### config.mk
export PLATFORM = sky130hd
export DESIGN_NAME = decimal_string_subtractor
export DESIGN_NICKNAME = d
export VERILOG_FILES = /design/src/design/dss_pkg.sv /design/src/design/dss_front.sv /design/src/design/dss_fifo.sv /design/src/design/dss_back.sv /design/src/design/decimal_string_subtractor.sv
export SDC_FILE = /design/constraint.sdc
export NUM_CORES = 1
export LEC_CHECK = 0
export BUFFER_PORTS_ARGS = -buffer_cell sky130_fd_sc_hd__buf_4
export CAP_MARGIN = 20
export CELL_PAD_IN_SITES_DETAIL_PLACEMENT = 1
export CELL_PAD_IN_SITES_GLOBAL_PLACEMENT = 1
export CORE_AREA = 3 3 274 303
export CTS_CLUSTER_SIZE = 10
export DETAILED_ROUTE_END_ITERATION = 8
export DIE_AREA = 0 0 277 306
export GPL_TIMING_DRIVEN = 0
export PLACE_DENSITY_LB_ADDON = 0.1
export SYNTH_ARGS = -nofsm -noshare
export SYNTH_HDL_FRONTEND = slang
export SYNTH_SLANG_ARGS = --single-unit
### constraint.sdc
create_clock -name aclk -period 8.9 [get_ports aclk]
set_clock_uncertainty 0.1 [all_clocks]
set_input_delay 0.89 -clock aclk [delete_from_list [all_inputs] [get_ports aclk]]
set_output_delay 0.89 -clock aclk [all_outputs]
set_load 0.02 [all_outputs]
### src/design/dss_pkg.sv
package dss_pkg;

    localparam logic [1:0] SIGN_ZERO  = 2'd0;
    localparam logic [1:0] SIGN_PLUS  = 2'd1;
    localparam logic [1:0] SIGN_MINUS = 2'd2;

    localparam logic OP_FIRST  = 1'b0;
    localparam logic OP_SECOND = 1'b1;

    localparam logic [3:0] DIGIT_MAX = 4'd9;
    localparam logic [4:0] RADIX     = 5'd10;

    typedef enum logic [2:0] {
        ST_IDLE,
        ST_CMP_RD,
        ST_CMP_CHK,
        ST_SUB_RD,
        ST_SUB_WR,
        ST_EMIT_RD,
        ST_EMIT_CHK,
        ST_ZERO_OUT
    } dss_state_t;

    // digit write from the loader into the operand stores
    typedef struct packed {
        logic       we_first;
        logic       we_second;
        logic [3:0] digit;
    } dss_wr_t;

endpackage

### src/design/dss_front.sv
module dss_front
    import dss_pkg::*;
#(
    parameter int MAX_DIGITS = 64,
    parameter int LW         = 7,
    parameter int AW         = 6
) (
    input  logic            aclk,
    input  logic            aresetn,
    input  logic            s_tvalid,
    output logic            s_tready,
    input  logic [7:0]      s_tdata,
    input  logic            s_tuser,
    input  logic            s_tlast,
    output dss_wr_t         wr,
    output logic [AW-1:0]   wr_addr,
    output logic            q_push,
    output logic [2*LW:0]   q_data,
    input  logic            q_full,
    input  logic            done
);

    logic [LW-1:0] la_reg, la_next;
    logic [LW-1:0] lb_reg, lb_next;
    logic          ovf_reg, ovf_next;
    logic          hold_reg, hold_next;
    logic          accept;
    logic [3:0]    digit_sat;
    logic          a_room, b_room;

    assign s_tready  = !hold_reg && !q_full;
    assign accept    = s_tvalid && s_tready;
    assign digit_sat = (s_tdata[3:0] > DIGIT_MAX) ? DIGIT_MAX : s_tdata[3:0];
    assign a_room    = la_reg < LW'(MAX_DIGITS);
    assign b_room    = lb_reg < LW'(MAX_DIGITS);

    always_comb begin
        la_next      = la_reg;
        lb_next      = lb_reg;
        ovf_next     = ovf_reg;
        hold_next    = hold_reg;
        wr.we_first  = 1'b0;
        wr.we_second = 1'b0;
        wr.digit     = digit_sat;
        wr_addr      = (s_tuser == OP_FIRST) ? la_reg[AW-1:0] : lb_reg[AW-1:0];
        q_push       = 1'b0;
        if (done) begin
            hold_next = 1'b0;
        end
        if (accept) begin
            if (s_tuser == OP_FIRST) begin
                if (a_room) begin
                    wr.we_first = 1'b1;
                    la_next     = la_reg + LW'(1);
                end else begin
                    ovf_next = 1'b1;
                end
            end else begin
                if (b_room) begin
                    wr.we_second = 1'b1;
                    lb_next      = lb_reg + LW'(1);
                end else begin
                    ovf_next = 1'b1;
                end
            end
        end
        q_data = {ovf_next, lb_next, la_next};
        // final digit of the second operand hands the pair to the back end
        if (accept && s_tuser == OP_SECOND && s_tlast) begin
            q_push    = 1'b1;
            la_next   = '0;
            lb_next   = '0;
            ovf_next  = 1'b0;
            hold_next = 1'b1;
        end
    end

    always_ff @(posedge aclk) begin
        if (!aresetn) begin
            la_reg   <= '0;
            lb_reg   <= '0;
            ovf_reg  <= 1'b0;
            hold_reg <= 1'b0;
        end else begin
            la_reg   <= la_next;
            lb_reg   <= lb_next;
            ovf_reg  <= ovf_next;
            hold_reg <= hold_next;
        end
    end

endmodule

### src/design/dss_fifo.sv
module dss_fifo #(
    parameter int W = 15
) (
    input  logic         aclk,
    input  logic         aresetn,
    input  logic         push,
    input  logic [W-1:0] push_data,
    output logic         full,
    input  logic         pop,
    output logic [W-1:0] pop_data,
    output logic         empty
);

    logic [W-1:0] mem_reg [2];
    logic         wp_reg, rp_reg;
    logic [1:0]   cnt_reg;

    assign full     = cnt_reg == 2'd2;
    assign empty    = cnt_reg == 2'd0;
    assign pop_data = mem_reg[rp_reg];

    always_ff @(posedge aclk) begin
        if (push && !full) begin
            mem_reg[wp_reg] <= push_data;
        end
    end

    always_ff @(posedge aclk) begin
        if (!aresetn) begin
            wp_reg  <= 1'b0;
            rp_reg  <= 1'b0;
            cnt_reg <= 2'd0;
        end else begin
            if (push && !full) begin
                wp_reg <= !wp_reg;
            end
            if (pop && !empty) begin
                rp_reg <= !rp_reg;
            end
            cnt_reg <= cnt_reg + {1'b0, push && !full} - {1'b0, pop && !empty};
        end
    end

endmodule

### src/design/dss_back.sv
module dss_back
    import dss_pkg::*;
#(
    parameter int MAX_DIGITS = 64,
    parameter int LW         = 7,
    parameter int AW         = 6
) (
    input  logic            aclk,
    input  logic            aresetn,
    input  dss_wr_t         wr,
    input  logic [AW-1:0]   wr_addr,
    output logic            q_pop,
    input  logic [2*LW:0]   q_data,
    input  logic            q_empty,
    output logic            done,
    output logic            m_tvalid,
    input  logic            m_tready,
    output logic [7:0]      m_tdata,
    output logic [2:0]      m_tuser,
    output logic            m_tlast
);

    logic [3:0] first_mem  [MAX_DIGITS];
    logic [3:0] second_mem [MAX_DIGITS];
    logic [3:0] diff_mem   [MAX_DIGITS];

    dss_state_t    state_reg, state_next;
    logic [LW-1:0] i_reg, i_next;
    logic [LW-1:0] la_reg, la_next;
    logic [LW-1:0] lb_reg, lb_next;
    logic [LW-1:0] len_reg, len_next;
    logic          ovf_reg, ovf_next;
    logic [1:0]    sign_reg, sign_next;
    logic          borrow_reg, borrow_next;
    logic          nz_reg, nz_next;

    logic [3:0]    rd_a_reg, rd_b_reg, rd_d_reg;
    logic [LW-1:0] pos_a, pos_b;
    logic [3:0]    a_val, b_val, x_val, y_val, d_val;
    logic [4:0]    sub5;
    logic          diff_we;

    logic          out_valid_reg;
    logic [1:0]    out_sign_reg;
    logic [3:0]    out_digit_reg;
    logic          out_last_reg, out_ovf_reg;
    logic          out_free, out_load;
    logic [1:0]    out_sign;
    logic [3:0]    out_digit;
    logic          out_last;

    logic [LW-1:0] q_la, q_lb;
    logic          q_ovf;

    assign {q_ovf, q_lb, q_la} = q_data;

    // digit position i counts from the least significant end
    assign pos_a = la_reg - i_reg - LW'(1);
    assign pos_b = lb_reg - i_reg - LW'(1);
    assign a_val = (i_reg < la_reg) ? rd_a_reg : 4'd0;
    assign b_val = (i_reg < lb_reg) ? rd_b_reg : 4'd0;

    always_ff @(posedge aclk) begin
        if (wr.we_first) begin
            first_mem[wr_addr] <= wr.digit;
        end
        if (wr.we_second) begin
            second_mem[wr_addr] <= wr.digit;
        end
        rd_a_reg <= first_mem[pos_a[AW-1:0]];
        rd_b_reg <= second_mem[pos_b[AW-1:0]];
    end

    always_ff @(posedge aclk) begin
        if (diff_we) begin
            diff_mem[i_reg[AW-1:0]] <= d_val;
        end
        rd_d_reg <= diff_mem[i_reg[AW-1:0]];
    end

    // decimal subtract of one digit pair
    always_comb begin
        x_val = (sign_reg == SIGN_PLUS) ? a_val : b_val;
        y_val = (sign_reg == SIGN_PLUS) ? b_val : a_val;
        sub5  = {1'b0, y_val} + {4'd0, borrow_reg};
        if ({1'b0, x_val} >= sub5) begin
            d_val        = x_val - sub5[3:0];
            borrow_next  = 1'b0;
        end else begin
            d_val        = 4'(({1'b0, x_val} + RADIX) - sub5);
            borrow_next  = 1'b1;
        end
    end

    assign out_free = !out_valid_reg || m_tready;

    always_comb begin
        state_next = state_reg;
        i_next     = i_reg;
        la_next    = la_reg;
        lb_next    = lb_reg;
        len_next   = len_reg;
        ovf_next   = ovf_reg;
        sign_next  = sign_reg;
        nz_next    = nz_reg;
        q_pop      = 1'b0;
        diff_we    = 1'b0;
        done       = 1'b0;
        out_load   = 1'b0;
        out_sign   = sign_reg;
        out_digit  = rd_d_reg;
        out_last   = i_reg == '0;
        unique case (state_reg)
            ST_IDLE: begin
                if (!q_empty) begin
                    q_pop    = 1'b1;
                    la_next  = q_la;
                    lb_next  = q_lb;
                    ovf_next = q_ovf;
                    len_next = (q_la > q_lb) ? q_la : q_lb;
                    if (q_la == '0 && q_lb == '0) begin
                        state_next = ST_ZERO_OUT;
                    end else begin
                        i_next     = ((q_la > q_lb) ? q_la : q_lb) - LW'(1);
                        state_next = ST_CMP_RD;
                    end
                end
            end
            ST_CMP_RD: begin
                state_next = ST_CMP_CHK;
            end
            ST_CMP_CHK: begin
                if (a_val != b_val) begin
                    sign_next  = (a_val > b_val) ? SIGN_PLUS : SIGN_MINUS;
                    i_next     = '0;
                    state_next = ST_SUB_RD;
                end else if (i_reg == '0) begin
                    state_next = ST_ZERO_OUT;
                end else begin
                    i_next     = i_reg - LW'(1);
                    state_next = ST_CMP_RD;
                end
            end
            ST_SUB_RD: begin
                state_next = ST_SUB_WR;
            end
            ST_SUB_WR: begin
                diff_we = 1'b1;
                if (i_reg == len_reg - LW'(1)) begin
                    nz_next    = 1'b0;
                    state_next = ST_EMIT_RD;
                end else begin
                    i_next     = i_reg + LW'(1);
                    state_next = ST_SUB_RD;
                end
            end
            ST_EMIT_RD: begin
                state_next = ST_EMIT_CHK;
            end
            ST_EMIT_CHK: begin
                // a nonzero digit always lies below, so skipping never runs out
                if (rd_d_reg == 4'd0 && !nz_reg) begin
                    i_next     = i_reg - LW'(1);
                    state_next = ST_EMIT_RD;
                end else if (out_free) begin
                    out_load = 1'b1;
                    nz_next  = 1'b1;
                    if (i_reg == '0) begin
                        done       = 1'b1;
                        state_next = ST_IDLE;
                    end else begin
                        i_next     = i_reg - LW'(1);
                        state_next = ST_EMIT_RD;
                    end
                end
            end
            ST_ZERO_OUT: begin
                out_sign  = SIGN_ZERO;
                out_digit = 4'd0;
                out_last  = 1'b1;
                if (out_free) begin
                    out_load   = 1'b1;
                    done       = 1'b1;
                    state_next = ST_IDLE;
                end
            end
            default: begin
                state_next = ST_IDLE;
            end
        endcase
    end

    always_ff @(posedge aclk) begin
        if (!aresetn) begin
            state_reg <= ST_IDLE;
        end else begin
            state_reg <= state_next;
        end
    end

    always_ff @(posedge aclk) begin
        if (!aresetn) begin
            i_reg      <= '0;
            la_reg     <= '0;
            lb_reg     <= '0;
            len_reg    <= '0;
            ovf_reg    <= 1'b0;
            sign_reg   <= SIGN_ZERO;
            borrow_reg <= 1'b0;
            nz_reg     <= 1'b0;
        end else begin
            i_reg    <= i_next;
            la_reg   <= la_next;
            lb_reg   <= lb_next;
            len_reg  <= len_next;
            ovf_reg  <= ovf_next;
            sign_reg <= sign_next;
            nz_reg   <= nz_next;
            if (state_reg == ST_CMP_CHK) begin
                borrow_reg <= 1'b0;
            end else if (diff_we) begin
                borrow_reg <= borrow_next;
            end
        end
    end

    // output register decouples the result channel
    always_ff @(posedge aclk) begin
        if (!aresetn) begin
            out_valid_reg <= 1'b0;
        end else if (out_load) begin
            out_valid_reg <= 1'b1;
        end else if (m_tready) begin
            out_valid_reg <= 1'b0;
        end
    end

    always_ff @(posedge aclk) begin
        if (out_load) begin
            out_sign_reg  <= out_sign;
            out_digit_reg <= out_digit;
            out_last_reg  <= out_last;
            out_ovf_reg   <= ovf_reg;
        end
    end

    assign m_tvalid = out_valid_reg;
    assign m_tdata  = {4'd0, out_digit_reg};
    assign m_tuser  = {out_ovf_reg, out_sign_reg};
    assign m_tlast  = out_last_reg;

    a_no_leading_zero: assert property (@(posedge aclk) disable iff (!aresetn)
        out_load && !nz_reg |-> (out_digit != 4'd0) || out_last)
        else $error("leading zero digit emitted");

    a_zero_single: assert property (@(posedge aclk) disable iff (!aresetn)
        out_load && out_sign == SIGN_ZERO |-> out_last)
        else $error("zero result spans more than one digit");

    a_sign_known: assert property (@(posedge aclk) disable iff (!aresetn)
        state_reg == ST_SUB_WR || state_reg == ST_EMIT_CHK
        |-> sign_reg == SIGN_PLUS || sign_reg == SIGN_MINUS)
        else $error("subtract or emit without a decided sign");

    a_no_final_borrow: assert property (@(posedge aclk) disable iff (!aresetn)
        state_reg == ST_SUB_WR && i_reg == len_reg - LW'(1) |-> !borrow_next)
        else $error("borrow out of the top digit");

    a_done_frees: assert property (@(posedge aclk) disable iff (!aresetn)
        done |=> state_reg == ST_IDLE && m_tvalid)
        else $error("done without a pending result");

endmodule

### src/design/decimal_string_subtractor.sv
// channel   direction  tdata                 tuser                      tlast
// s_        in         [3:0] digit           [0] operation              last_digit
// m_        out        [3:0] result_digit    [1:0] sign, [2] overflow   last_result
//
// digits load at one per cycle while s_tready is high; the final digit of the second operand
// starts the work on a pair: compare from the top digit, subtract from the bottom digit, then
// read back from the top; each step is one read of a store with registered read data
// while the back end works on a pair, no new digit is taken (s_tready low)
// reset is synchronous; operand and difference stores are not cleared
// results wait in an output register, so a stalled m_tready only holds the back end
module decimal_string_subtractor
    import dss_pkg::*;
#(
    parameter int MAX_DIGITS = 64
) (
    input  logic       aclk,
    input  logic       aresetn,
    input  logic       s_tvalid,
    output logic       s_tready,
    input  logic [7:0] s_tdata,   // [3:0] digit
    input  logic       s_tuser,   // [0] operation
    input  logic       s_tlast,
    output logic       m_tvalid,
    input  logic       m_tready,
    output logic [7:0] m_tdata,   // [3:0] result_digit
    output logic [2:0] m_tuser,   // [1:0] sign, [2] overflow
    output logic       m_tlast
);

    localparam int LW = $clog2(MAX_DIGITS + 1);
    localparam int AW = (MAX_DIGITS > 1) ? $clog2(MAX_DIGITS) : 1;
    localparam int QW = 2 * LW + 1;

    dss_wr_t       wr;
    logic [AW-1:0] wr_addr;
    logic          q_push, q_pop, q_full, q_empty, done;
    logic [QW-1:0] q_in, q_out;

    dss_front #(
        .MAX_DIGITS (MAX_DIGITS),
        .LW         (LW),
        .AW         (AW)
    ) u_front (
        .aclk     (aclk),
        .aresetn  (aresetn),
        .s_tvalid (s_tvalid),
        .s_tready (s_tready),
        .s_tdata  (s_tdata),
        .s_tuser  (s_tuser),
        .s_tlast  (s_tlast),
        .wr       (wr),
        .wr_addr  (wr_addr),
        .q_push   (q_push),
        .q_data   (q_in),
        .q_full   (q_full),
        .done     (done)
    );

    dss_fifo #(
        .W (QW)
    ) u_queue (
        .aclk      (aclk),
        .aresetn   (aresetn),
        .push      (q_push),
        .push_data (q_in),
        .full      (q_full),
        .pop       (q_pop),
        .pop_data  (q_out),
        .empty     (q_empty)
    );

    dss_back #(
        .MAX_DIGITS (MAX_DIGITS),
        .LW         (LW),
        .AW         (AW)
    ) u_back (
        .aclk     (aclk),
        .aresetn  (aresetn),
        .wr       (wr),
        .wr_addr  (wr_addr),
        .q_pop    (q_pop),
        .q_data   (q_out),
        .q_empty  (q_empty),
        .done     (done),
        .m_tvalid (m_tvalid),
        .m_tready (m_tready),
        .m_tdata  (m_tdata),
        .m_tuser  (m_tuser),
        .m_tlast  (m_tlast)
    );

endmodule
==> impl_metrics.ini, run 1 <==
[outcome]
status = completed

[placement]
globalplace.congestion = 0.8240
portBuffers = 17
dp.final_hpwl_um = 65190
post-place-ws_ns = 3.120

[cts]
cts_made_buffers = 99
path_clk_slew_ns = 0.06
root_buffer = clkbuf_16
cts.path.max_buffers = 3
htree_levels = 3
clock_latency_ns = 0.64
cts_setup_buffers = 0
cts_resized = 0
cts_tree = built
cts.hold.buffers_added = 0
cts.sinks = 876

[floorplan]
pin_count = 28
die_w_um = 277
start_util_pct = 44.87
coreArea_sq_um = 80190
die_h_um = 306
num_rows = 109
dieArea_sq_um = 84760

[timing]
hold_slack_ns = 0.3745
fin_crit_sh_pct = 64.55
worst_pin_slew_ns = 1.166
maxSlewHeadroom_pct = 21.68
period_minus_slack_ns = 5.745
max_freq_mhz = 174.1
setup_violations = 0
rsz0062_at_grt = no
tns_ns = 0
maxSlewViolCount = 0
hold_viol = 0
setup_ws_ns = 3.155

[critical_path]
critPathLaunchType = flip-flop
r2r_start = u_back.i_reg[0]
rrSetupSlack_ns = 3.15
r2r_cells = 22
criticalPathCategory = flip-flop to flip-flop
regToRegEndpoint = u_back.diff_mem[23][3]
required_ns = 9.17
worstPathArrival_ns = 6.02
crit_top_cell = ha_1
endpoint_kind = flip-flop
max_stage_delay_ns = 1.08
crit_fanout = 33
cp_cell_sequence = buf_2 > inv_1 > ha_1 > nor2b_1 > o211ai_1 > a31oi_1 > nor2_1 > and2_1 > nand2_1 > o21ai_0 > ha_1 > ha_1 > inv_1 > ha_1 > inv_1 > ha_1 > fa_1 > xor2_1 > nand2_1 > a21oi_1 > or4b_2 > buf_12
slowest_stage = or4b_2

[synth]
synth_cell_types = 77
synth_top_family_by_area = multiplexers
yosysTopAreaCellShare_pct = 67.27
synth.area.top_cells = edfxtp_1 67%, mux4_2 10%, dfxtp_1 3.9%
ys_seq_area_share_pct = 71.16
synth.avg_cell_area_sq_um = 16.84
synth_xor_area_share_pct = 1.109
synth.most_common_cell = edfxtp_1
postSynth.asyncResetShare_pct = 0
synth_mux_area_share_pct = 11.22
yosys.area_share.simple_pct = 5.929
syn_area_sq_um = 35980
synth_compound_area_share_pct = 6.624
synth_warnings = 0
synth_common_cells = 806 x edfxtp_1, 243 x nor2_1, 160 x mux4_2
ys_seq_elements = 876
synth-edff-count = 806
synth-adder-area-share_pct = 1.926
synth_top_flop_cell = edfxtp_1
syn_inst = 2136
yosysTopAreaCell = edfxtp_1

[worst_hold_path]
hold_path.class = flip-flop to flip-flop
holdPathEnd = u_back.out_ovf_reg
min_from = u_back.ovf_reg
min_path_cells = 0

[route]
wl_per_cell_um = 28.05
firstDrtPassIters = 5
wl_um = 95220
route.detailed.drc = 0
via_per_inst = 5.834
via_count = 19807
drt_iter0_drc = 1633
ant_nets = 0

[global_route]
grtUsageTotal_pct = 22.53
grt_max_degree = 73
first_global_vias = 21361
antenna_found_initial = 2
grt_overflow = 0
grt_pass1_wl_um = 143300

[final_layout]
drive_above_1_share_pct = 16.03
syn_to_final_growth_pct = 12.93
num-nets-final = 2343

[run]
maxCapViolCount = 0
## critical path, delay by kind of cell (launching register included)
family / cells / cell delay (ns)
fa+ha+maj: 6 / 1.76
simple gates: 6 / 1.71
buf+inv: 5 / 0.87
compound gates: 4 / 0.50
flops: 1 / 0.32
xor+xnor: 1 / 0.18
## per-stage QoR
step,cells,util (%),cell area (sq um)
5_1_grt,3393,50.66,40630
3_3_place_gp,3210,46.69,37440
6_report,3395,50.67,40630
4_1_cts,3392,50.65,40620
2_1_floorplan,2139,-,35990
3_5_place_dp,3228,47.14,37810
## area by class of cell
| class | count | area [sq um] |
|---|---|---|
| diodes | 2 | 5.005 |
| repair buffers | 36 | 455.4 |
| well taps | 1054 | 1319 |
| flip-flops and latches | 876 | 25600 |
| fillers | 7525 | 39560 |
| clock inverters | 8 | 80.08 |
| inverters | 58 | 217.7 |
| clock buffers | 156 | 2734 |
| plain buffers | 102 | 511.7 |
| multi-input cells | 1103 | 9704 |
## cell usage in the layout, fill, tap and decap left out, types with 6 or more instances in the layout
cell type / Yosys / final
dfxtp_1: 70 / 70
a21o_1: 13 / 13
mux4_2: 160 / 160
xnor2_1: 29 / 27
buf_12: 1 / 10
a22oi_1: 118 / 118
buf_6: 6 / 8
nand2_1: 82 / 82
a211oi_1: 24 / 24
and3_1: 14 / 14
edfxtp_1: 806 / 806
a22o_1: 7 / 7
a21oi_1: 47 / 47
a221oi_1: 8 / 8
nand4_1: 7 / 7
o211ai_1: 6 / 6
nor4_1: 9 / 9
a31oi_1: 10 / 10
ha_1: 49 / 49
or3_1: 7 / 7
nor2_1: 243 / 243
o21ai_0: 24 / 24
nand3_1: 35 / 35
clkbuf_16: 0 / 101
and2_1: 12 / 12
buf_4: 12 / 32
a41oi_1: 25 / 25
clkbuf_1: 64 / 118
mux2i_1: 30 / 30
inv_1: 55 / 54
mux2_2: 7 / 7
buf_2: 15 / 16
xor2_1: 14 / 14
nor2b_1: 22 / 20
nor3_1: 19 / 18
## logic make-up (layout without fill, tap and decap cells)
| kind of cell | count (synthesis) | after routing |
|---|---|---|
| flip-flops | 876 | 876 |
| AND/OR/NAND/NOR | 473 | 473 |
| AO/OA/AOI/OAI | 328 | 328 |
| multiplexers | 201 | 201 |
| buffers and inverters | 160 | 360 |
| adder cells (fa/ha/maj) | 53 | 53 |
| XOR/XNOR | 44 | 44 |
| other | 1 | 6 |
## routing by layer
layer / vias up / global-route usage (%) / part of all wire, %
met3: 130 / 2.795 / 3.6
met5: - / 0 / 0
met1: 10425 / 28.52 / 41
met2: 465 / 41.00 / 53
met4: 0 / 6.085 / 2.3
li1: 8787 / - / -
## worst max-delay path by stage
| stage | from | to | slack [ns] | depth (start not counted) |
|---|---|---|---|---|
| 2_1_floorplan | u_back.i_reg[0] | u_back.diff_mem[0][1] | 3.37 | 20 |
| 3_3_place_gp | s_tdata[1] | u_back.second_mem[14][1] | 0.02 | 2 |
| 3_5_place_dp | u_back.i_reg[0] | u_back.diff_mem[60][3] | 3.12 | 22 |
| 4_1_cts | u_back.i_reg[0] | u_back.diff_mem[5][3] | 3.09 | 22 |
| 5_1_grt | u_back.i_reg[0] | u_back.diff_mem[3][3] | 2.64 | 22 |
| 6_report | u_back.i_reg[0] | u_back.diff_mem[23][3] | 3.15 | 22 |
Power of run 1 is left out: the tool's default activity adds up to more than one toggle a clock period on the data nets, which glitch-free logic cannot reach.
==> inputs of run 2 (changes only) <==
==> constraint.sdc (replaced) <==
create_clock -name aclk -period 6 [get_ports aclk]
set_clock_uncertainty 0.1 [all_clocks]
set_input_delay 0.6 -clock aclk [delete_from_list [all_inputs] [get_ports aclk]]
set_output_delay 0.6 -clock aclk [all_outputs]
set_load 0.02 [all_outputs]
==> run 2 against run 1 <==
Worst setup slack lost 2.6 ns. Clock-buffer cell count did not move. Cell count unchanged. Via count grew 0.20%. Maximum frequency is 6.4% higher. First-iteration DRC count is 0.49% higher. Register-to-register slack worse by 2.6 ns. Sequential cell count stayed put.
==> impl_metrics.ini, run 2 (synthesis gave the netlist of run 1 again) <==
[global_route]
grt_max_degree = 73
grt_overflow = 0
grtUsageTotal_pct = 22.53
first_global_vias = 21361
grt_pass1_wl_um = 143300
antenna_found_initial = 2

[timing]
max_freq_mhz = 185.2
worst_pin_slew_ns = 1.126
rsz0062_at_grt = no
fin_crit_sh_pct = 90.01
maxSlewViolCount = 0
period_minus_slack_ns = 5.401
maxSlewHeadroom_pct = 24.33
setup_violations = 0
hold_viol = 0

[cts]
cts.path.max_buffers = 3
cts.sinks = 876
clock_latency_ns = 0.64
cts_made_buffers = 99
root_buffer = clkbuf_16
cts.hold.buffers_added = 0
cts_setup_buffers = 0
path_clk_slew_ns = 0.06
cts_resized = 0
cts_tree = built
htree_levels = 3

[route]
wl_per_cell_um = 28.03
firstDrtPassIters = 5
route.detailed.drc = 0
ant_nets = 0
wl_met3_um = 3596
wl_met1_um = 38730
wl_um = 95160
wl_met2_um = 50610
via_per_inst = 5.846
via_count = 19847
dr.max_layer_used = met4
drt_iter0_drc = 1641

[placement]
portBuffers = 17
globalplace.congestion = 0.8240
placed_area_sq_um = 37810
place_inst = 3228
dp.final_hpwl_um = 65190

[critical_path]
cp_num_buf_inv = 5
required_ns = 6.28
slowest_stage = or4b_4
cp_cell_sequence = buf_2 > inv_1 > ha_1 > nor2b_1 > o211ai_1 > a31oi_1 > nor2_1 > and2_1 > nand2_1 > o21ai_0 > ha_1 > ha_1 > inv_1 > ha_1 > inv_1 > ha_1 > fa_1 > xor2_1 > nand2_1 > a21oi_1 > or4b_4 > buf_12
rrSetupSlack_ns = 0.60
critical_path_depth = 22
max_stage_delay_ns = 0.78
crit_top_cell = ha_1
startpoint = u_back.i_reg[0]
critPathCapture = u_back.diff_mem[10][3]
cpLargestDelayFamily = adder cells
crit_fanout = 33
criticalPathCategory = flip-flop to flip-flop
worstPathArrival_ns = 5.68
endpoint_kind = flip-flop
critPathLaunchType = flip-flop
regToRegEndpoint = u_back.diff_mem[10][3]
r2r_cells = 22
r2r_start = u_back.i_reg[0]

[floorplan]
die_h_um = 306
dieArea_sq_um = 84760
die_w_um = 277
pin_count = 28
coreArea_sq_um = 80190
num_rows = 109
start_util_pct = 44.87

[final_layout]
final_cells = 3395
drive_above_1_share_pct = 16.03
num-nets-final = 2343
final_cell_mix = 806 x edfxtp_1, 243 x nor2_1, 160 x mux4_2
stdcell_area_sq_um = 40640
layout_commonest_cell = edfxtp_1
syn_to_final_growth_pct = 12.94
fin_util_pct = 50.67

[outcome]
status = completed

[worst_hold_path]
min_path_cells = 2
hold_path.class = primary input to flip-flop

[run]
maxCapViolCount = 0
[run 2: cell counts in the layout (fill, tap and decap cells not counted)]
Identical to the previous run, type by type.
[run 2: final cells by class]
| class | count | area (sq um) |
|---|---|---|
| fill | 7523 | 39560 |
| buffer | 102 | 511.7 |
| clock inverter | 8 | 80.08 |
| timing repair buffer | 36 | 455.4 |
| sequential | 876 | 25600 |
| tap | 1054 | 1319 |
| multi-input combinational | 1103 | 9708 |
| antenna | 2 | 5.005 |
| clock buffer | 156 | 2734 |
| inverter | 58 | 217.7 |
[run 2: routing by layer]
| layer | vias to the layer above | track usage [%] |
|---|---|---|
| met3 | 134 | 2.795 |
| met1 | 10424 | 28.52 |
| met2 | 500 | 41.00 |
| met5 | - | 0 |
| li1 | 8789 | - |
| met4 | 0 | 6.085 |
[run 2: worst min-delay path by stage]
| stage | start | endpoint | slack [ns] |
|---|---|---|---|
| floorplan | u_back.ovf_reg | u_back.out_ovf_reg | 0.31 |
| global placement | u_back.ovf_reg | u_back.out_ovf_reg | 0.35 |
| detailed placement | u_back.ovf_reg | u_back.out_ovf_reg | 0.36 |
| CTS | s_tdata[3] | u_back.first_mem[45][2] | 0.18 |
| global route | s_tdata[3] | u_back.first_mem[46][2] | 0.21 |
| finish | s_tdata[3] | u_back.first_mem[46][2] | 0.23 |
[run 2: per-stage QoR]
| stage | TNS (ns) | setup WS (ns) | hold WS [ns] |
|---|---|---|---|
| detailed placement | 0 | 0.2202 | 0.3586 |
| global placement | -818.87 | -2.716 | 0.3515 |
| finish | 0 | 0.5995 | 0.2255 |
| global route | 0 | 0.1090 | 0.2056 |
| floorplan | 0 | 0.4705 | 0.3090 |
| CTS | 0 | 0.1907 | 0.1849 |
Power of run 2 is left out for the same reason.
==> inputs of run 3 (changes only) <==
--- a/config.mk
+++ b/config.mk
@@ -13,7 +13,6 @@
 export CTS_CLUSTER_SIZE = 10
 export DETAILED_ROUTE_END_ITERATION = 8
 export DIE_AREA = 0 0 277 306
-export GPL_TIMING_DRIVEN = 0
 export PLACE_DENSITY_LB_ADDON = 0.1
 export SYNTH_ARGS = -nofsm -noshare
 export SYNTH_HDL_FRONTEND = slang
==> run 3 against run 2 <==
First-iteration DRC count is 5.1% higher. Via count is 2.0% lower. Cell count is 1.6% lower. Worst setup slack better by 0.12 ns. Non-clock buffer count is 66 lower. Global-route usage is 1.6 points lower. Largest cell class unchanged. Highest routed layer unchanged.
==> impl_metrics.ini, run 3 (synthesis gave the netlist of run 1 again) <==
[cts]
path_clk_slew_ns = 0.05
htree_levels = 3
clock_latency_ns = 0.66
cts.hold.buffers_added = 0
cts.sinks = 876
cts_resized = 0
cts.path.max_buffers = 3
root_buffer = clkbuf_16
cts_made_buffers = 100
cts_tree = built
cts_setup_buffers = 0

[critical_path]
crit_top_cell = ha_1
required_ns = 6.20
endpoint_kind = flip-flop
cp_num_buf_inv = 5
cp_cell_sequence = inv_1 > ha_1 > nor2b_1 > o211ai_1 > a31oi_1 > nor2_1 > buf_4 > and2_1 > nand2_1 > o21ai_0 > ha_1 > ha_1 > inv_1 > ha_1 > inv_1 > ha_1 > fa_1 > xor2_1 > nand2_1 > a21oi_1 > or4b_2 > buf_4
cpLargestDelayFamily = adder cells
criticalPathCategory = flip-flop to flip-flop
max_stage_delay_ns = 0.69
worstPathArrival_ns = 5.49
critPathLaunchType = flip-flop
crit_fanout = 64
slowest_stage = or4b_2

[timing]
tns_ns = 0
hold_viol = 0
maxSlewHeadroom_pct = 24.97
fin_crit_sh_pct = 88.05
rsz0062_at_grt = no
setup_violations = 0
period_minus_slack_ns = 5.283
max_freq_mhz = 189.3
worst_pin_slew_ns = 1.124
maxSlewViolCount = 0

[route]
firstDrtPassIters = 7
wl_um = 89050
drt_iter0_drc = 1725
via_per_inst = 5.827
via_count = 19457
route.detailed.drc = 0
wl_per_cell_um = 26.67
ant_nets = 0

[floorplan]
die_h_um = 306
num_rows = 109
coreArea_sq_um = 80190
start_util_pct = 44.87
dieArea_sq_um = 84760
pin_count = 28
die_w_um = 277

[final_layout]
nFillCells = 7512
final_cell_mix = 806 x edfxtp_1, 241 x nor2_1, 160 x mux4_2
stdcell_area_sq_um = 40440
drive_above_1_share_pct = 17.24
layout_commonest_cell = edfxtp_1
final_cells = 3339
fin_util_pct = 50.43
syn_to_final_growth_pct = 12.40
antennaDiodeCount = 0
num-nets-final = 2278

[placement]
place_inst = 3160
portBuffers = 19
globalplace.congestion = 0.7923
placed_area_sq_um = 37480
dp.final_hpwl_um = 57790

[global_route]
antenna_found_initial = 1
grtUsageTotal_pct = 20.95
grt_max_degree = 97
grt_pass1_wl_um = 134400
first_global_vias = 20900
grt_overflow = 0

[run]
maxCapViolCount = 0

[outcome]
status = completed

[worst_hold_path]
hold_path.class = primary input to flip-flop
[run 3: cell types whose count changed in the layout (fill, tap and decap cells not counted), sizes merged]
cell / delta
buf: -2
clkbuf: -56
clkinv: +1
diode: -2
inv: +3
[run 3: stage by stage]
step / hold slack, ns / setup WS, ns
floorplan: 0.3090 / 0.4705
global placement: 0.3481 / 0.8075
detailed placement: 0.3522 / 0.7089
CTS: 0.1930 / 0.6710
global route: 0.2270 / 0.3769
finish: 0.2523 / 0.7169
[run 3: worst register-to-register path: cells and delay by family (launching register included)]
kind            cells  cell delay [ns]
xor+xnor            1             0.19
compound gates      4             0.49
buf+inv             5             0.71
flops               1             0.35
simple gates        6             1.21
fa+ha+maj           6             1.86
[run 3: path summary, 6_finish.rpt]
check	to	slack (ns)	cells after the start	startpoint
max	u_back.diff_mem[58][3]	0.72	22	u_back.lb_reg[1]
min reg2reg	u_back.out_ovf_reg	0.36	0	u_back.ovf_reg
min	u_back.borrow_reg	0.25	2	aresetn
max reg2reg	u_back.diff_mem[58][3]	0.72	22	u_back.lb_reg[1]
[run 3: layer usage]
metal | wire length [um] | global-route usage, %
met5 | 0 | 0
met4 | 1846 | 6.000
met3 | 3520 | 2.871
met2 | 46420 | 37.04
met1 | 37260 | 27.17
[run 3: layout make-up]
type	count	area (sq um)	share of cell area, %
clock buffer	164	2773	6.856
clock inverter	12	130.1	0.3218
inverter	58	217.7	0.5383
multi-input combinational	1103	9787	24.20
sequential	876	25600	63.31
tap	1054	1319	3.261
timing repair buffer	72	610.6	1.510
Power of run 3 is left out for the same reason.
